## config.mk

```make
export PLATFORM = sky130hd
export DESIGN_NAME = epoch_seconds_to_calendar_flat
export DESIGN_NICKNAME = d
export VERILOG_FILES = /design/src/design/ecal_pkg.sv /design/src/design/ecal_chan.sv /design/src/design/epoch_seconds_to_calendar.sv /design/src/flat_wrapper.sv
export SDC_FILE = /design/constraint.sdc
export NUM_CORES = 1
export LEC_CHECK = 0
export BUFFER_PORTS_ARGS = -buffer_cell sky130_fd_sc_hd__buf_4
export CORE_UTILIZATION = 45
export CTS_BUF_LIST = sky130_fd_sc_hd__clkbuf_4
export CTS_CLUSTER_DIAMETER = 30
export DETAILED_ROUTE_END_ITERATION = 8
export PLACE_DENSITY_LB_ADDON = 0.05
export REMOVE_ABC_BUFFERS = 1
export SLEW_MARGIN = 20
export SYNTH_ARGS = -nofsm -noshare
export SYNTH_HDL_FRONTEND = slang
export SYNTH_SLANG_ARGS = --single-unit
```

## constraint.sdc

```tcl
create_clock -name i_clk -period 24.4 [get_ports i_clk]
set_input_delay 2.44 -clock i_clk [delete_from_list [all_inputs] [get_ports i_clk]]
set_output_delay 2.44 -clock i_clk [all_outputs]
set_load 0.01 [all_outputs]
```

## src/design/ecal_pkg.sv

```systemverilog
`timescale 1ns / 1ps
// ecal_pkg: types, constants and calendar helpers for the epoch-to-calendar block.
// No dependencies; used by epoch_seconds_to_calendar and its bench.
package ecal_pkg;

    localparam int unsigned EpochW   = 32;
    localparam int unsigned DaysW    = 17;   // whole days up to 49710, plus weekday offset
    localparam int unsigned RemW     = 17;   // remainder of the widest divide (< 86400)
    localparam int unsigned YearW    = 8;

    localparam logic [RemW-1:0] SecsPerDay  = 17'd86400;
    localparam logic [RemW-1:0] SecsPerHour = 17'd3600;
    localparam logic [RemW-1:0] SecsPerMin  = 17'd60;
    localparam logic [RemW-1:0] DaysPerWeek = 17'd7;
    localparam logic [DaysW-1:0] EpochWeekday = 17'd4;   // 1970-01-01 was a Thursday
    localparam logic [YearW-1:0] EpochYear   = 8'd70;    // 1970 - 1900
    localparam logic [DaysW-1:0] DaysLeap    = 17'd366;
    localparam logic [DaysW-1:0] DaysCommon  = 17'd365;
    localparam logic [3:0] LastMonth = 4'd11;

    // Reciprocals: x / d == (x * Recip) >> Sh, exact over the operand range used.
    localparam int unsigned MulW = 26;
    localparam logic [MulW-1:0] RecipDay  = 26'd50903317;  // 2^35 / 675, on seconds >> 7
    localparam int unsigned     ShDay     = 35;
    localparam logic [MulW-1:0] RecipHour = 26'd9321;      // 2^21 / 225, on seconds >> 4
    localparam int unsigned     ShHour    = 21;
    localparam logic [MulW-1:0] RecipMin  = 26'd1093;      // 2^14 / 15, on seconds >> 2
    localparam int unsigned     ShMin     = 14;
    localparam logic [MulW-1:0] RecipWeek = 26'd74899;     // 2^19 / 7, on days
    localparam int unsigned     ShWeek    = 19;

    typedef struct packed {
        logic [EpochW-1:0] epoch_seconds;
    } t_req;

    typedef struct packed {
        logic [5:0] second;
        logic [5:0] minute;
        logic [4:0] hour;
        logic [4:0] month_day;
        logic [3:0] month;
        logic [7:0] years_since_1900;
        logic [2:0] weekday;
        logic [8:0] year_day;
    } t_rsp;

    // Years 1970..2106 only: y is the year minus 1900, so the low bits give
    // the divisible-by-4 test; 2000 is a leap year, 2100 is not.
    function automatic logic is_leap(input logic [YearW-1:0] y);
        return (y[1:0] == 2'd0) && (y != 8'd200);
    endfunction

    function automatic logic [4:0] month_len(input logic leap, input logic [3:0] m);
        logic [4:0] len;
        case (m)
            4'd1:    len = leap ? 5'd29 : 5'd28;
            4'd3:    len = 5'd30;
            4'd5:    len = 5'd30;
            4'd8:    len = 5'd30;
            4'd10:   len = 5'd30;
            default: len = 5'd31;
        endcase
        return len;
    endfunction

endpackage

```

## src/design/ecal_chan.sv

```systemverilog
`timescale 1ns / 1ps
// ecal_chan: valid/ready channel carrying one payload of type T.
// No dependencies beyond the payload type handed in.
interface ecal_chan #(parameter type T = logic);
    logic valid;
    logic ready;
    T     data;

    modport source (output valid, output data, input ready);
    modport sink   (input valid, input data, output ready);
endinterface

```

## src/design/epoch_seconds_to_calendar.sv

```systemverilog
`timescale 1ns / 1ps
// epoch_seconds_to_calendar: unsigned Unix seconds to broken-down UTC date and time.
// Depends on ecal_pkg and ecal_chan.
//
// Usage
//   i_req carries one request: a 32-bit count of seconds since 1970-01-01 UTC.
//   o_rsp returns second, minute, hour, day of month, month, years since 1900,
//   weekday (0 = Sunday) and 0-based day of year, one response per request.
//   i_req.ready is high only while the converter is idle; one request is
//   worked on at a time.
//   The work runs as a sequence on the shared multiplier and subtractor:
//   reciprocal multiply, back-multiply and subtract (three steps each for
//   days, hours, minutes and the weekday), a walk over the years from 1970,
//   a walk over the months, and a load of the output register. The
//   converter is idle again once the output register loads.
//   The result sits in an output register; a new request is taken while it
//   waits. If the receiver stalls, the next result holds in its final state
//   until the register frees, and no new request is taken meanwhile.
//   Reset clears the sequencer and the output valid; no clearing pass.
module epoch_seconds_to_calendar (
    input  logic i_clk,
    input  logic i_rst_n,
    ecal_chan.sink   i_req,
    ecal_chan.source o_rsp
);
    import ecal_pkg::*;

    localparam logic [2:0] S_IDLE  = 3'd0;
    localparam logic [2:0] S_DIV   = 3'd1;
    localparam logic [2:0] S_YEAR  = 3'd2;
    localparam logic [2:0] S_MONTH = 3'd3;
    localparam logic [2:0] S_DONE  = 3'd4;

    // each unit: Q forms the quotient, P the quotient times the divisor, R the remainder
    localparam logic [3:0] P_DAY_Q  = 4'd0;
    localparam logic [3:0] P_DAY_P  = 4'd1;
    localparam logic [3:0] P_DAY_R  = 4'd2;
    localparam logic [3:0] P_HOUR_Q = 4'd3;
    localparam logic [3:0] P_HOUR_P = 4'd4;
    localparam logic [3:0] P_HOUR_R = 4'd5;
    localparam logic [3:0] P_MIN_Q  = 4'd6;
    localparam logic [3:0] P_MIN_P  = 4'd7;
    localparam logic [3:0] P_MIN_R  = 4'd8;
    localparam logic [3:0] P_WDAY_Q = 4'd9;
    localparam logic [3:0] P_WDAY_P = 4'd10;
    localparam logic [3:0] P_WDAY_R = 4'd11;

    logic [2:0]        r_state;
    logic [3:0]        r_phase;
    logic [RemW-1:0]   r_rem;
    logic [EpochW-1:0] r_secs;
    logic [2*MulW-1:0] r_prod;
    logic [DaysW-1:0]  r_days;
    logic [DaysW-1:0]  r_wday_in;
    logic [5:0]        r_sec;
    logic [5:0]        r_min;
    logic [4:0]        r_hour;
    logic [2:0]        r_wday;
    logic [YearW-1:0]  r_year;
    logic [8:0]        r_yday;
    logic [3:0]        r_month;
    logic              r_ovalid;
    t_rsp              r_out;

    // shared subtractor and multiplier
    logic [RemW:0]   a_op;
    logic [RemW:0]   b_op;
    logic [RemW+1:0] diff;
    logic            borrow;
    logic [MulW-1:0]   mul_a;
    logic [MulW-1:0]   mul_b;
    logic [2*MulW-1:0] n_prod;
    logic [DaysW-1:0]  day_q;
    logic [4:0]        hour_q;
    logic [5:0]        min_q;
    logic [DaysW-1:0]  week_q;
    logic            leap;
    logic [4:0]      mlen;
    logic            out_load;

    assign day_q  = r_prod[ShDay +: DaysW];
    assign hour_q = r_prod[ShHour +: 5];
    assign min_q  = r_prod[ShMin +: 6];
    assign week_q = r_prod[ShWeek +: DaysW];

    always_comb begin
        case (r_phase)
            P_DAY_Q:  begin mul_a = MulW'(r_secs[EpochW-1:7]); mul_b = RecipDay;  end
            P_DAY_P:  begin mul_a = MulW'(day_q);  mul_b = MulW'(SecsPerDay);     end
            P_HOUR_Q: begin mul_a = MulW'(r_rem[RemW-1:4]);   mul_b = RecipHour; end
            P_HOUR_P: begin mul_a = MulW'(hour_q); mul_b = MulW'(SecsPerHour);    end
            P_MIN_Q:  begin mul_a = MulW'(r_rem[11:2]);       mul_b = RecipMin;  end
            P_MIN_P:  begin mul_a = MulW'(min_q);  mul_b = MulW'(SecsPerMin);     end
            P_WDAY_Q: begin mul_a = MulW'(r_wday_in);         mul_b = RecipWeek; end
            P_WDAY_P: begin mul_a = MulW'(week_q); mul_b = MulW'(DaysPerWeek);    end
            default:  begin mul_a = '0;            mul_b = '0;                    end
        endcase
    end

    assign n_prod = {{MulW{1'b0}}, mul_a} * {{MulW{1'b0}}, mul_b};

    assign leap = is_leap(r_year);
    assign mlen = month_len(leap, r_month);

    always_comb begin
        case (r_state)
            S_DIV: begin
                // remainders fit in RemW bits, so the low bits of the product suffice
                case (r_phase)
                    P_DAY_R:  a_op = {1'b0, r_secs[RemW-1:0]};
                    P_WDAY_R: a_op = {1'b0, r_wday_in};
                    default:  a_op = {1'b0, r_rem};
                endcase
                b_op = {1'b0, r_prod[RemW-1:0]};
            end
            S_YEAR: begin
                a_op = {1'b0, r_days};
                b_op = {1'b0, (leap ? DaysLeap : DaysCommon)};
            end
            default: begin
                a_op = {1'b0, r_days};
                b_op = {{(RemW-4){1'b0}}, mlen};
            end
        endcase
    end

    assign diff   = {1'b0, a_op} - {1'b0, b_op};
    assign borrow = diff[RemW+1];

    assign out_load = (r_state == S_DONE) && (!r_ovalid || o_rsp.ready);

    assign i_req.ready = (r_state == S_IDLE);
    assign o_rsp.valid = r_ovalid;
    assign o_rsp.data  = r_out;

    always_ff @(posedge i_clk) begin
        if (!i_rst_n) begin
            r_state  <= S_IDLE;
            r_phase  <= P_DAY_Q;
            r_ovalid <= 1'b0;
        end else begin
            if (out_load) begin
                r_ovalid <= 1'b1;
            end else if (o_rsp.valid && o_rsp.ready) begin
                r_ovalid <= 1'b0;
            end
            case (r_state)
                S_IDLE: begin
                    if (i_req.valid) begin
                        r_secs  <= i_req.data.epoch_seconds;
                        r_phase <= P_DAY_Q;
                        r_state <= S_DIV;
                    end
                end
                S_DIV: begin
                    r_prod  <= n_prod;
                    r_phase <= (r_phase == P_WDAY_R) ? P_DAY_Q : r_phase + 4'd1;
                    case (r_phase)
                        P_DAY_P: begin
                            r_days    <= day_q;
                            r_wday_in <= day_q + EpochWeekday;
                        end
                        P_DAY_R, P_HOUR_R: begin
                            r_rem <= diff[RemW-1:0];
                        end
                        P_HOUR_P: begin
                            r_hour <= hour_q;
                        end
                        P_MIN_P: begin
                            r_min <= min_q;
                        end
                        P_MIN_R: begin
                            r_sec <= diff[5:0];
                        end
                        P_WDAY_R: begin
                            r_wday  <= diff[2:0];
                            r_year  <= EpochYear;
                            r_state <= S_YEAR;
                        end
                        default: begin
                        end
                    endcase
                end
                S_YEAR: begin
                    if (borrow) begin
                        r_yday  <= r_days[8:0];
                        r_month <= 4'd0;
                        r_state <= S_MONTH;
                    end else begin
                        r_days <= diff[DaysW-1:0];
                        r_year <= r_year + 8'd1;
                    end
                end
                S_MONTH: begin
                    if (borrow || r_month == LastMonth) begin
                        r_state <= S_DONE;
                    end else begin
                        r_days  <= diff[DaysW-1:0];
                        r_month <= r_month + 4'd1;
                    end
                end
                S_DONE: begin
                    if (out_load) begin
                        r_out.second           <= r_sec;
                        r_out.minute           <= r_min;
                        r_out.hour             <= r_hour;
                        r_out.month_day        <= r_days[4:0] + 5'd1;
                        r_out.month            <= r_month;
                        r_out.years_since_1900 <= r_year;
                        r_out.weekday          <= r_wday;
                        r_out.year_day         <= r_yday;
                        r_state                <= S_IDLE;
                    end
                end
                default: begin
                    r_state <= S_IDLE;
                end
            endcase
        end
    end

endmodule

```

## src/flat_wrapper.sv

```systemverilog
// flat-port wrapper written by rule: the top's interface ports become plain ports
module epoch_seconds_to_calendar_flat import ecal_pkg::*;
  (i_clk, i_rst_n, i_req_valid, i_req_data, i_req_ready, o_rsp_valid, o_rsp_data, o_rsp_ready);
  ecal_chan #(.T(t_req)) i_req_i ();
  ecal_chan #(.T(t_rsp)) o_rsp_i ();
  input  logic i_clk;
  input  logic i_rst_n;
  input wire logic [$bits(i_req_i.valid)-1:0] i_req_valid;
  input wire logic [$bits(i_req_i.data)-1:0] i_req_data;
  output wire logic [$bits(i_req_i.ready)-1:0] i_req_ready;
  output wire logic [$bits(o_rsp_i.valid)-1:0] o_rsp_valid;
  output wire logic [$bits(o_rsp_i.data)-1:0] o_rsp_data;
  input wire logic [$bits(o_rsp_i.ready)-1:0] o_rsp_ready;
  assign i_req_i.valid = i_req_valid;
  assign i_req_i.data = i_req_data;
  assign i_req_ready = i_req_i.ready;
  assign o_rsp_valid = o_rsp_i.valid;
  assign o_rsp_data = o_rsp_i.data;
  assign o_rsp_i.ready = o_rsp_ready;
  epoch_seconds_to_calendar u_core (.i_clk(i_clk), .i_rst_n(i_rst_n), .i_req(i_req_i), .o_rsp(o_rsp_i));
endmodule
```

# Word-level counts from Yosys, hierarchy flattened

Cells that the tools add are included.
Widths: inputs -> output; s select.

Output and inout port bits: 48
Logic and storage cells: 120
Bits in latches: 0
Memories kept: 0
ROM bits: 0
Register bits after elaboration: 230
Bits of input ports: 36
Memory bits (writable): 0

Div/mod/pow operators: 0
Multiplexer cells: 29
Bitwise logic cells: 0
Multipliers: 1
Reductions and logical operators: 31
$add $sub $neg: 6
Shifts and indexed selects: 0
Order comparisons: 0
Eq/ne operators: 30

Operators with widths:

| operator              | number |
|---|---|
| $pmux 26 s8           | 1 |
| $pmux 25 s8           | 1 |
| $mux 17               | 4 |
| $pmux 17 s2           | 2 |
| $mul 25x26->51        | 1 |
| $pmux 17 s3           | 1 |
| $eq 4x4->1 const B    | 7 |
| $reduce_and 3->1      | 9 |
| $eq 4x3->1 const B    | 5 |
| $sub 17x17->18        | 1 |
| $add 17x3->17 const B | 1 |
| $mux 4                | 4 |
| $mux 8                | 2 |
| $pmux 4 s2            | 2 |
| $pmux 8 s2            | 1 |
| $mux 3                | 5 |
| $pmux 3 s5            | 1 |
| $eq 4x2->1 const B    | 3 |
| $pmux 5 s2            | 1 |
| $reduce_and 5->1      | 2 |
| $add 4x1->4 const B   | 2 |
| $add 8x1->8 const B   | 1 |
| $eq 4x1->1 const B    | 2 |
| $ne 2x1->1 const B    | 4 |
| 20 further kinds      | 34 |

# Depth between registers and ports, before layout

Word-level depth: 9
Gate-level depth with buffers: 34

# Least setup slack after synthesis

No wires, ideal clock.

Kind: register to register
From: register u_core.r_phase[0]
To: register u_core.r_prod[49] (data pin)
Setup time: 0.266 ns
Setup slack: 16.504 ns
Data arrival time: 7.630 ns
Data required time: 24.134 ns
Period minus slack after synthesis: 7.896 ns
Cell stages (with the launch flop): 33
Cells stage by stage: dfxtp_1 -> inv_1 -> ha_1 -> and2_1 -> buf_2 -> buf_1 -> a22oi_1 -> inv_1 -> o21ai_0 -> inv_1 -> fa_1 -> inv_1 -> fa_1 -> inv_1 -> fa_1 -> inv_1 -> fa_1 -> inv_1 -> fa_1 -> fa_1 -> inv_1 -> fa_1 -> inv_1 -> ha_1 -> a21oi_1 -> o21ai_0 -> a2111oi_0 -> o21ai_2 -> nor3_2 -> or3_1 -> and3_1 -> nor3_1 -> or3b_1

Word-level cells in the longest chain between the ends: 3
Elaborated cells on any way between the ends: 11
Classes of those cells: 1 x mul; 7 x eq/ne; 2 x mux; 1 x reduce/logical

RTL lines:

| element                                           | line                             | text |
|---|---|---|
| from (decl)                                       | epoch_seconds_to_calendar.sv:49  | `logic [3:0] r_phase;` |
| from (signal assigned)                            | epoch_seconds_to_calendar.sv:157 | `r_phase <= (r_phase == P_WDAY_R) ? P_DAY_Q : r_phase + 4'd1;` |
| $eq 4x4->1, or another cell as far along          | epoch_seconds_to_calendar.sv:87  | `case (r_phase)` |
| $pmux 25 s8 / $pmux 26 s8 (equally long branches) | epoch_seconds_to_calendar.sv:87  |  |
| $mul 25x26->51 *                                  | epoch_seconds_to_calendar.sv:100 | `assign n_prod = {{MulW{1'b0}}, mul_a} * {{MulW{1'b0}}, mul_b};` |
| net u_core.n_prod[49]                             | epoch_seconds_to_calendar.sv:72  | `logic [2*MulW-1:0] n_prod;` |
| to (signal assigned)                              | epoch_seconds_to_calendar.sv:156 | `r_prod <= n_prod;` |
| to (decl)                                         | epoch_seconds_to_calendar.sv:52  | `logic [2*MulW-1:0] r_prod;` |

The timed path passes the listed nets; every way through them passes the cells marked *.
A chain may end at the register's enable or synchronous reset.

# Worst setup path in the final report

From: register u_core.r_phase[3]
To: register u_core.r_prod[50] (data pin)

The elaborated chain is that of the path after synthesis.

==> results_tabular.tex <==
\begin{tabular}{lr}
\hline
Metric & Value \\
\hline
\multicolumn{2}{l}{\textbf{Critical path}} \\
\quad Data arrival, critical path & 10.92 ns \\
\quad Kind of start point of the critical path & flop \\
\quad Required time of the worst setup path & 24.90 ns \\
\quad Largest stage delay on the critical path & 0.96 ns \\
\quad Critical-path top delay cell & and2\_1 \\
\quad CP dominant cell by count & fa\_1 \\
\quad Critical path endpoint category & flop \\
\quad Kind of critical path & reg2reg \\
\quad Biggest fanout along the worst timing path & 26 \\
\multicolumn{2}{l}{\textbf{Synthesis}} \\
\quad Most used flip-flop cell after synthesis & edfxtp\_1 \\
\quad Post-synth EDFFs & 221 \\
\quad Most frequent cell after synthesis & inv\_1 \\
\quad Share of the synthesized area in the top cell type & 0.299 \\
\quad Yosys warning count & 0 \\
\quad Number of standard cells after synthesis & about 2700 \\
\quad Cell type with the highest aggregate area in the netlist & fa\_1 \\
\quad Fraction of registers with async set or reset after synthesis & 0 \\
\quad Cell area after synthesis & 26900 um2 \\
\quad Largest cells by area after synthesis & fa\_1, edfxtp\_1, ha\_1 \\
\quad Synthesized area per cell & 9.90 um2 \\
\quad Synthesis-stage register bit count & 229 \\
\quad Seq/Total Area, Yosys & 0.253 \\
\quad Number of distinct library cells after synthesis & 68 \\
\quad Top cells by count, synth & inv\_1, fa\_1, nand2\_1, ha\_1, edfxtp\_1 \\
\multicolumn{2}{l}{\textbf{Drt}} \\
\quad Initial DRT Pass Iterations & 6 \\
\quad Final ANT Viol Nets & 0 \\
\quad Detailed-route via count & 19200 \\
\quad Detailed router's first-iteration violation count & 1266 \\
\quad Via-to-Cell Ratio & between 5 and 6 \\
\quad Routed wire per std cell & $\sim$24 um \\
\quad Routed WL & 86500 um \\
\quad Number of remaining DRC errors & 0 \\
\multicolumn{2}{l}{\textbf{Floorplan}} \\
\quad Die width & 246 um \\
\quad Ports & 84 \\
\quad Rows & 89 \\
\quad Overall die height & around 250 um \\
\quad Placeable core region & 59000 um2 \\
\quad Die area & 60700 um2 \\
\quad Initial standard-cell utilization of the core & 0.455 \\
\multicolumn{2}{l}{\textbf{Clock network}} \\
\quad Clock latency of the later-clocked register in the worst-skew pair & between 0.7 and 0.8 ns \\
\quad Hold-fix buffers, CTS & 0 \\
\quad CTS Buf Count & 60 \\
\quad Clock-pin slew reported for the worst setup and hold paths after clock tree synthesis & 0.07 ns \\
\quad H-tree lvl count & 2 \\
\quad Clk sink count & 229 \\
\quad Resized Gates After CTS & 0 \\
\quad Root Buffer & clkbuf\_4 \\
\quad Buffer count from post-CTS setup fixing & 0 \\
\quad Clock tree from TritonCTS & done \\
\quad Bufs on Longest Clock Path & 3 \\
\multicolumn{2}{l}{\textbf{Hold path}} \\
\quad Class of the tightest hold or removal check & reg2reg \\
\multicolumn{2}{l}{\textbf{Timing}} \\
\quad Max Clock Freq & 0.0960 GHz \\
\quad Number of failing setup endpoints in the final timing report & 0 \\
\quad Final-report max-slew violation count & 0 \\
\quad Worst-Margin Slew & roughly 1.2 ns \\
\quad Final worst clock skew & 0.0440 ns \\
\quad Number of hold violations in the final report & 0 \\
\quad Post-layout min period & 10.42 ns \\
\quad Setup total negative slack & 0 ns \\
\quad Relative max-transition margin & 0.212 \\
\quad RSZ-0062 raised after global routing & false \\
\quad Fraction of the cycle the final worst path needs & 0.427 \\
\multicolumn{2}{l}{\textbf{Global routing}} \\
\quad Number of antenna violations at the first check in global routing & 2 \\
\quad Overall global routing resource usage & 0.293 \\
\quad Pin count of the biggest net entering global routing & 47 \\
\quad Number of global-route vias before repair & 20100 \\
\quad Global-route wire length before repair & 129000 um \\
\quad Total grt overflow & 0 \\
\multicolumn{2}{l}{\textbf{Layout}} \\
\quad Fraction of layout instances using a drive strength above 1 & 0.0817 \\
\quad Net count reported at finish & around 3500 \\
\quad Area growth, synth to finish & 8.71\% \\
\multicolumn{2}{l}{\textbf{Status}} \\
\quad Result of the run & finished clean \\
\multicolumn{2}{l}{\textbf{Placement}} \\
\quad Detailed Place HPWL & 72700 um \\
\quad Number of input and output port buffers inserted & 83 \\
\quad Weighted congestion reported at the end of routability-driven placement & 0.996 \\
\multicolumn{2}{l}{\textbf{Flow run}} \\
\quad Max-cap violations & 0 \\
\hline
\end{tabular}
critical path: cells and delay by family (launching register included):
family	cells	cell delay, ns
AO/OA/AOI/OAI	7	2.12
XOR/XNOR	1	0.08
AND/OR/NAND/NOR	7	2.73
adder cells (fa/ha/maj)	8	4.31
flip-flops	1	0.76
buffers and inverters	3	0.14
metal layers:
metal  wire length, um  GRT usage
met2             41700      0.490
met4              2850     0.0908
met5                 0          0
met3              5100     0.0400
met1             36800      0.394
per-stage QoR:
stage / hold slack (ns) / setup slack [ns] / instances / cell area [um2] / util
final: 0.410 / 13.98 / 3639 / 29200 / 0.495
after global routing: 0.419 / 13.73 / 3638 / 29200 / 0.495
after global placement: 0.405 / 14.31 / 3538 / 28500 / 0.482
after detailed placement: 0.405 / 14.15 / 3538 / 28500 / 0.482
after CTS: 0.412 / 14.08 / 3637 / 29200 / 0.495
after floorplan: 0.400 / 15.91 / 2654 / 26600 / -
registers in the layout (all words and copies together) (netlist names):
register and cells:
u_core.o_rsp.data 46, u_core.o_rsp.valid 1, u_core.r_days 17, u_core.r_hour 5, u_core.r_min 6, u_core.r_month 4, u_core.r_phase 4, u_core.r_prod 51
u_core.r_rem 17, u_core.r_sec 6, u_core.r_secs 32, u_core.r_state 3, u_core.r_wday 3, u_core.r_wday_in 17, u_core.r_yday 9, u_core.r_year 8
final timing paths:
check | slack [ns] | cells after the start | startpoint | end
hold reg to reg | 0.41 | 0 | u_core.r_min[4] | u_core.o_rsp.data[38]
setup / recovery | 13.98 | 26 | u_core.r_phase[3] | u_core.r_prod[50]
setup reg to reg | 13.98 | 26 | u_core.r_phase[3] | u_core.r_prod[50]
hold / removal | 0.41 | 0 | u_core.r_min[4] | u_core.o_rsp.data[38]
area by class of cell:
class | count | area (um2)
Fill cell | 5712 | 29800
Clock buffer | 79 | 593
Tap cell | 773 | 967
Clock inverter | 20 | 143
Multi-Input combinational cell | 1746 | 17300
Timing Repair Buffer | 111 | 833
Antenna cell | 2 | 5.00
Sequential cell | 229 | 6800
Inverter | 679 | 2550
layout by cell type, fill, tap and decap left out, types with 23 or more instances in the layout:
cell type,n
o21ai_0,47
xor2_1,30
and2_1,27
and3_1,34
a21oi_1,77
nand2_1,275
buf_4,111
nor2_1,173
ha_1,269
a22oi_1,52
a31oi_1,25
inv_1,678
xnor2_1,53
edfxtp_1,221
a21o_1,23
conb_1,23
fa_1,401
clkbuf_4,79
nand3_1,28
cells by family (layout without fill, tap and decap cells):
kind of cell,count (synthesis),after routing,synth area share
AOI/OAI and AO/OA,306,306,0.0755
and+or+nand+nor,660,660,0.112
xor gates and xnor gates,83,83,0.0271
other,2,25,0.000279
adders and majority gates,670,670,0.424
buffers and inverters,761,889,0.107
DFF,229,229,0.253
muxes,4,4,0.00163
Power is not shown: default switching activity piles up to over one toggle a cycle in this logic, so the estimate is an artifact.
